File: src/hdl/c3lr_pkg.sv
// Shared types and constants for the 3x3 convolution layer with leaky ReLU.
package c3lr_pkg;

  localparam int KERNEL_SIZE_DEF    = 3;
  localparam int MAX_IN_PLANES_DEF  = 32;
  localparam int MAX_OUT_PLANES_DEF = 32;
  localparam int MAX_DIM_DEF        = 64;

  localparam int SLOPE_MUL   = 6554;
  localparam int CFG_IDX_W   = 2;
  localparam int CFG_DATA_W  = 7;
  localparam int VALUE_W     = 16;

  typedef enum logic [1:0] {
    KIND_WEIGHT  = 2'd0,
    KIND_BIAS    = 2'd1,
    KIND_PIXEL   = 2'd2,
    KIND_COMPUTE = 2'd3
  } kind_e;

  typedef enum logic [CFG_IDX_W-1:0] {
    CFG_WIDTH  = 2'd0,
    CFG_HEIGHT = 2'd1,
    CFG_NIN    = 2'd2,
    CFG_NOUT   = 2'd3
  } cfg_reg_e;

  typedef enum logic [3:0] {
    ST_IDLE  = 4'b0001,
    ST_RUN   = 4'b0010,
    ST_DRAIN = 4'b0100,
    ST_ACT   = 4'b1000
  } state_e;

  typedef struct packed {
    logic wgt_we;
    logic bias_we;
    logic pix_we;
    logic bias_re;
    logic rd_en;
  } mem_ctl_t;

  typedef struct packed {
    logic init;
    logic mul_en;
    logic acc_en;
    logic fin_en;
  } mac_ctl_t;

endpackage

File: src/hdl/c3lr_mac.sv
// Shared multiply-accumulate unit with rounding, saturation and leaky ReLU.
module c3lr_mac #(
  parameter int ACC_W = 42
) (
  input  logic                clk_i,
  input  c3lr_pkg::mac_ctl_t  ctl_i,
  input  logic signed [15:0]  bias_i,
  input  logic signed [15:0]  w_i,
  input  logic signed [15:0]  px_i,
  output logic signed [15:0]  act_o,
  output logic                sat_o
);
  import c3lr_pkg::*;

  logic signed [31:0]      prod_q;
  logic signed [ACC_W-1:0] acc_q;
  logic signed [ACC_W-1:0] rnd;
  logic signed [15:0]      x_q;
  logic signed [15:0]      x_d;
  logic                    sat_q;
  logic                    sat_hi;
  logic                    sat_lo;
  logic signed [31:0]      slope;

  always_ff @(posedge clk_i) begin
    if (ctl_i.mul_en) begin
      prod_q <= w_i * px_i;
    end
    if (ctl_i.init) begin
      acc_q <= {{(ACC_W-16){bias_i[15]}}, bias_i} <<< 12;
    end else if (ctl_i.acc_en) begin
      acc_q <= acc_q + {{(ACC_W-32){prod_q[31]}}, prod_q};
    end
    if (ctl_i.fin_en) begin
      x_q   <= x_d;
      sat_q <= sat_hi | sat_lo;
    end
  end

  always_comb begin
    rnd    = (acc_q + ACC_W'(2048)) >>> 12;
    sat_hi = !rnd[ACC_W-1] && (rnd[ACC_W-2:15] != '0);
    sat_lo = rnd[ACC_W-1] && (rnd[ACC_W-2:15] != '1);
    if (sat_hi) begin
      x_d = 16'sh7FFF;
    end else if (sat_lo) begin
      x_d = -16'sh8000;
    end else begin
      x_d = rnd[15:0];
    end
  end

  assign slope = 32'(x_q) * 32'(SLOPE_MUL);
  assign act_o = x_q[15] ? 16'(slope >>> 16) : x_q;
  assign sat_o = sat_q;

endmodule

File: config.mk
export PLATFORM = sky130hd
export DESIGN_NAME = c3lr_mac
export DESIGN_NICKNAME = d
export VERILOG_FILES = /design/src/hdl/c3lr_pkg.sv /design/src/hdl/c3lr_mac.sv
export SDC_FILE = /design/constraint.sdc
export NUM_CORES = 1
export LEC_CHECK = 0
export ABC_AREA = 1
export BUFFER_PORTS_ARGS = -buffer_cell sky130_fd_sc_hd__buf_2
export CORE_MARGIN = 3
export CORE_UTILIZATION = 39
export DETAILED_ROUTE_END_ITERATION = 8
export HOLD_SLACK_MARGIN = 0.06
export PLACE_DENSITY = 0.53
export SLEW_MARGIN = 30
export SYNTH_ARGS = -nofsm -noshare
export SYNTH_HDL_FRONTEND = slang
export SYNTH_SLANG_ARGS = --single-unit
File: constraint.sdc
create_clock -name clk_i -period 6.9 [get_ports clk_i]
set_input_delay 1.035 -clock clk_i [delete_from_list [all_inputs] [get_ports clk_i]]
set_output_delay 1.035 -clock clk_i [all_outputs]
set_load 0.02 [all_outputs]
==> results of run 1 <==
## sequential cells by signal (all words and copies together) (netlist names)
register and count:
acc_q 42, prod_q 32, sat_o 1, x_q 16
## final cells by class
type                    instances  share of cell area (%)
multi-input cells            2025                    69.5
repair buffers                 94                    2.35
diodes                          1                  0.0110
flip-flops and latches         91                    11.5
clock buffers                  10                    1.01
well taps                     688                    3.80
inverters                     693                    11.5
clock inverters                 6                   0.309
## cell usage after synthesis (2+ instances only)
| cell | count |
|---|---|
| a21o_1 | 15 |
| a21boi_0 | 3 |
| xor2_1 | 45 |
| nor2_1 | 217 |
| edfxtp_1 | 79 |
| nor2_2 | 9 |
| and2_1 | 2 |
| nand2_2 | 3 |
| o21a_1 | 2 |
| ha_1 | 198 |
| inv_1 | 688 |
| buf_1 | 2 |
| o21bai_1 | 13 |
| dfxtp_1 | 12 |
| inv_2 | 3 |
| nand3b_1 | 6 |
| o21ai_0 | 98 |
| or2_2 | 10 |
| nand4_1 | 18 |
| clkbuf_1 | 69 |
| xnor2_1 | 37 |
| o22ai_1 | 11 |
| nand3_1 | 102 |
| nor3_1 | 12 |
| fa_1 | 324 |
| a21oi_1 | 114 |
| nand2_1 | 769 |
| a31oi_1 | 5 |
| nor4_1 | 6 |
## stage by stage
stage          TNS (ns)  worst slack, ns
2_1_floorplan         0            0.475
3_3_place_gp          0          0.00780
3_5_place_dp     -0.152           -0.105
4_1_cts               0            0.266
5_1_grt               0            0.113
6_report              0            0.479
## cell usage in the layout, fill, tap and decap left out, types with 69 or more instances in the layout
cell,Yosys,final
nand2_1,769,769
inv_1,688,688
fa_1,324,323
nor2_1,217,217
ha_1,198,198
a21oi_1,114,114
nand3_1,102,102
o21ai_0,98,98
edfxtp_1,79,79
buf_2,0,69
## cell families (layout without fill, tap and decap cells)
logic type | count (synthesis) | count (layout) | synth area share (%)
xor gates and xnor gates | 82 | 82 | 3.38
other | 0 | 1 | 0
adders and majority gates | 522 | 522 | 42.2
and+or+nand+nor | 1155 | 1155 | 21.8
DFF | 91 | 91 | 12.3
buffers and inverters | 766 | 803 | 13.6
AOI/OAI and AO/OA | 266 | 266 | 6.83
## routing by layer
layer  vias up  track usage, %  routed length (microns)
li1       8738               -                        -
met1      8705            29.4                    27200
met2       427            39.5                    30500
met3        58            4.17                     3880
met4         2            3.98                     1090
met5         -               0                       13
## final timing paths
check	startpoint	endpoint	slack, ns
worst max-delay path	px_i[1]	prod_q[25]$_DFFE_PP_	0.48
worst min-delay path	acc_q[0]$_SDFFE_PP0P_	acc_q[0]$_SDFFE_PP0P_	0.47
worst max register to register	prod_q[0]$_DFFE_PP_	acc_q[18]$_DFFE_PP_	3.36
worst min register to register	acc_q[0]$_SDFFE_PP0P_	acc_q[0]$_SDFFE_PP0P_	0.47
## critical path: stages
cell      delay [ns]
buf_2           0.36
nand2_1         0.17
inv_1           0.14
fa_1            0.48
buf_4           0.20
fa_1            0.46
fa_1            0.50
fa_1            0.51
fa_1            0.49
inv_1           0.05
fa_1            0.47
inv_1           0.04
ha_1            0.36
nand2_1         0.14
nor2_1          0.11
inv_1           0.06
nor3_1          0.13
buf_4           0.17
nand4_1         0.16
nand3b_1        0.21
nand2_1         0.08
nand2_1         0.07
xor2_1          0.20
==> results.json, run 1 <==
{
  "status": "complete, no violations",
  "insertion_delay_ns": 0.36,
  "clock_skew_ns": 0.00832,
  "clockBufferDepth": 2,
  "synth_top_area_cell": "fa_1",
  "finalCritPeriodShare_pct": 93.1,
  "max_clock_freq_mhz": 156,
  "cts_setup_buffers": 0,
  "via_count": 17900,
  "syn_nets": 3457,
  "via_per_inst": 4.97,
  "io_pins": 70,
  "synthArstFlopShare_pct": 0,
  "avgRoutedWirePerCell_microns": 17.4,
  "drc": 0,
  "worstSetupEndpointType": "register",
  "dpl.hpwl_microns": 54400,
  "dieArea_sq_mm": 0.0574,
  "htree_levels": 3,
  "fp.dieH_microns": 239,
  "rsz0062_at_grt": "false",
  "dr.first_iter.drc_count": 1121,
  "clock_sink_count": 91,
  "grt_max_degree": 42,
  "area_delta_synth_final_pct": 6.68,
  "rr_worst_depth": 13,
  "yosysSeqAreaShare_pct": 12.3,
  "layout-drive-gt1-share_pct": 4.76,
  "synth_cell_types": 39,
  "num_rows": 84,
  "cp.required_ns": 7.09,
  "clk_pin_slew_ns": 0.07,
  "yosysTopAreaCellShare_pct": 30.5,
  "track_usage_pct": 22.6,
  "startpoint_type": "input pin",
  "register_area_sq_mm": 0.00261,
  "chipWidth_microns": 239,
  "grt_pass1_vias": 18600,
  "fill_cells": 5582,
  "wl_microns": 62600,
  "post-route-min-period_ns": 6.42,
  "cp.arrival_ns": 6.62,
  "final_antenna_net_count": 0,
  "final_net_count": 3489,
  "gr-total-overflow": 0,
  "tightest_slew_ns": 0.922,
  "min_path_type": "register to register",
  "cts_root_buf": "clkbuf_16",
  "whs_ns": 0.467,
  "cts_hold_buf": 0,
  "hold_viol_final": 0,
  "post_dp_cell_area_sq_mm": 0.0224,
  "ys_top_cells_by_area": "fa_1 (31%), nand2_1 (14%), inv_1 (12%), ha_1 (12%), edfxtp_1 (11%)",
  "multiInputGateArea_sq_mm": 0.0158,
  "syn_inst": 2882,
  "ctsResizeCount": 0,
  "grt_pass1_wl_microns": 99800,
  "hold_path_depth": 2,
  "avgSynthCellArea_sq_um": 7.38,
  "core_area_sq_mm": 0.0533,
  "yosys_warnings": 0,
  "fin_util_pct": 42.6,
  "critPathMaxFanout": 16,
  "syn_area_sq_mm": 0.0213,
  "drv_cap": 0,
  "slew_headroom_pct": 37.9,
  "setup_viol": 0,
  "placed_cells": 3591,
  "path_class": "input pin to register",
  "synth_flop_cell": "edfxtp_1",
  "cts_buffers": 9,
  "ys_seq_elements": 91,
  "cts_tree": "built",
  "synth_edf_count": 79,
  "antenna_found_initial": 5,
  "fin_cells": 3608,
  "io_buffers": 69,
  "place_congestion": 0.954,
  "drt_first_pass_iters": 5,
  "initial_core_util_pct": 39.9,
  "fin_area_sq_mm": 0.0227,
  "slew_viol_final": 0
}
Power of run 1 is left out: the tool's default activity adds up to more than one toggle a clock period on the data nets, which glitch-free logic cannot reach.
==> inputs of run 2 (changes only) <==
--- a/config.mk
+++ b/config.mk
@@ -5,7 +5,6 @@
 export SDC_FILE = /design/constraint.sdc
 export NUM_CORES = 1
 export LEC_CHECK = 0
-export ABC_AREA = 1
 export BUFFER_PORTS_ARGS = -buffer_cell sky130_fd_sc_hd__buf_2
 export CORE_MARGIN = 3
 export CORE_UTILIZATION = 39
==> run 2 against run 1 <==
Effect of this change: design area shrank 2.9%; worst hold slack gained 0.032 ns; sequential share of layout area increased by 0.34 points; cell count is 20% lower.
==> results.json, run 2 <==
{
  "status": "complete, no violations",
  "io_buffers": 69,
  "synth_commonest_cells": "inv_1 (405), fa_1 (324), ha_1 (198)",
  "dpl.hpwl_microns": 40000,
  "post_dp_cell_area_sq_mm": 0.0211,
  "initial_core_util_pct": 39.8,
  "ys_seq_elements": 91,
  "cp.arrival_ns": 6.83,
  "post-route-min-period_ns": 6.72,
  "num_rows": 80,
  "reg.largest.list": "acc_q: 42 flops, prod_q: 32 flops, x_q: 16 flops",
  "largest_register_ffs": 42,
  "cts_tree": "built",
  "final_net_count": 2794,
  "cp_slowest_stage_delay_ns": 0.54,
  "synth_edf_count": 79,
  "antenna_found_initial": 0,
  "insertion_delay_ns": 0.36,
  "yosysMostFrequentCell": "inv_1",
  "place_congestion": 0.861,
  "startpoint_type": "input pin",
  "area_delta_synth_final_pct": 14.6,
  "grt_pass1_wl_microns": 76200,
  "slew_headroom_pct": 50.4,
  "fin_cells": 2880,
  "synth_top_area_cell": "fa_1",
  "synth_flop_cell": "edfxtp_1",
  "final_antenna_net_count": 0,
  "grt_pass1_vias": 15100,
  "clockBufferDepth": 2,
  "io_pins": 70,
  "yosysSeqAreaShare_pct": 13.6,
  "diodes": 0,
  "drt_first_pass_iters": 5,
  "fp.dieH_microns": 228,
  "wl_microns": 45700,
  "whs_ns": 0.499,
  "synth_cell_types": 79,
  "crit_chain": "buf_2 -> and2_4 -> fa_1 -> inv_1 -> fa_1 -> fa_1 -> inv_1 -> fa_1 -> fa_1 -> inv_1 -> fa_1 -> inv_1 -> ha_4 -> a2111oi_4 -> o21ai_1 -> o21ai_1 -> o22ai_2 -> o21a_1 -> a41o_1 -> or4_1 -> a31o_1 -> a21oi_2 -> xnor2_1",
  "layout_commonest_cell": "inv_1",
  "avgSynthCellArea_sq_um": 9.32,
  "via_count": 14000,
  "syn_inst": 2061,
  "rsz0062_at_grt": "true",
  "cp_common_cell": "fa_1",
  "dieArea_sq_mm": 0.0520,
  "chipWidth_microns": 228,
  "critPathSlowestCell": "fa_1",
  "hold_viol_final": 0,
  "clk_pin_slew_ns": 0.06,
  "drc": 0,
  "clock_sink_count": 91,
  "rrSetupSlack_ns": 3.30,
  "max_clock_freq_mhz": 149,
  "core_area_sq_mm": 0.0482,
  "yosys_warnings": 0,
  "track_usage_pct": 17.8,
  "regMostFlops": "acc_q",
  "gr-total-overflow": 0,
  "synthArstFlopShare_pct": 0,
  "fin_area_sq_mm": 0.0220,
  "min_path_type": "register to register",
  "setup_viol": 0,
  "cts_root_buf": "clkbuf_16",
  "grt_max_degree": 33,
  "tightest_slew_ns": 0.744,
  "drv_cap": 0,
  "via_per_inst": 4.88,
  "ys_top_cells_by_area": "fa_1 (34%), ha_1 (13%), edfxtp_1 (12%), inv_1 (7.9%), and2_1 (4.3%)",
  "slew_viol_final": 0,
  "critPathMaxFanout": 9,
  "syn_area_sq_mm": 0.0192,
  "final_cell_mix": "inv_1 (393), fa_1 (315), nand2_1 (185)",
  "finalCritPeriodShare_pct": 97.4,
  "worstSetupEndpointType": "register",
  "dr.first_iter.drc_count": 591,
  "path_class": "input pin to register",
  "yosysTopAreaCellShare_pct": 33.8,
  "cts_hold_buf": 0,
  "syn_nets": 2636,
  "htree_levels": 3,
  "avgRoutedWirePerCell_microns": 15.9,
  "cts_buffers": 9,
  "cp.required_ns": 7.01,
  "fill_cells": 4711,
  "layout-drive-gt1-share_pct": 14.2,
  "clock_skew_ns": 0.00963,
  "placed_cells": 2852
}
==> run 2: kinds of logic after synthesis <==
| logic type | share of synthesized area, % |
|---|---|
| AND/OR/NAND/NOR | 13.6 |
| adder cells (fa/ha/maj) | 46.6 |
| buffers and inverters | 9.23 |
| AO/OA/AOI/OAI | 10.4 |
| XOR/XNOR | 5.46 |
| flip-flops | 13.6 |
| multiplexers | 1.03 |
==> run 2: path summary, 6_finish.rpt <==
path | start | endpoint | cells after the start
hold reg to reg | acc_q[9]$_SDFFE_PP0P_ | acc_q[9]$_SDFFE_PP0P_ | 2
setup / recovery | px_i[4] | prod_q[30]$_DFFE_PP_ | 23
hold / removal | acc_q[9]$_SDFFE_PP0P_ | acc_q[9]$_SDFFE_PP0P_ | 2
setup reg to reg | acc_q[26]$_DFFE_PP_ | acc_q[41]$_DFFE_PP_ | 11
==> run 2: per-stage QoR <==
step,setup TNS (ns),setup WS [ns],utilization (%)
3_5_place_dp,-1.13,-0.433,43.8
3_3_place_gp,-0.755,-0.275,43.8
2_1_floorplan,0,0.0110,-
5_1_grt,-0.0735,-0.0735,45.7
6_report,0,0.179,45.7
4_1_cts,0,0.0289,44.5
==> run 2: area by class of cell <==
class                      instances  area, sq um  area share, %
clock buffer                      12          256           1.16
clock inverter                     4         32.5          0.148
inverter                         410         1540           7.00
multi-input combinational       1498        15200           69.1
sequential                        91         2610           11.9
tap                              656          821           3.73
timing repair buffer             209         1540           6.99
==> run 2: metal layers <==
metal | global-route usage (%) | up-vias | wire [microns]
met5 | 0 | - | 0
met4 | 4.20 | 0 | 831
met3 | 1.31 | 38 | 946
met2 | 31.2 | 191 | 22300
met1 | 24.2 | 6907 | 21600
li1 | - | 6904 | -
==> run 2: timing repair <==
item / CTS / global route
pin swaps: 6 / 53
resized for setup: 7 / 112
endpoints found under the setup margin: 9 / 12
buffers inserted: 2 / 11
==> run 2: critical path: cells and delay by family <==
kind	cells	cell delay (ns)
AOI/OAI and AO/OA	8	1.55
buffers and inverters	5	0.37
xor gates and xnor gates	1	0.07
adders and majority gates	7	3.19
and+or+nand+nor	2	0.59
Power of run 2 is left out for the same reason.
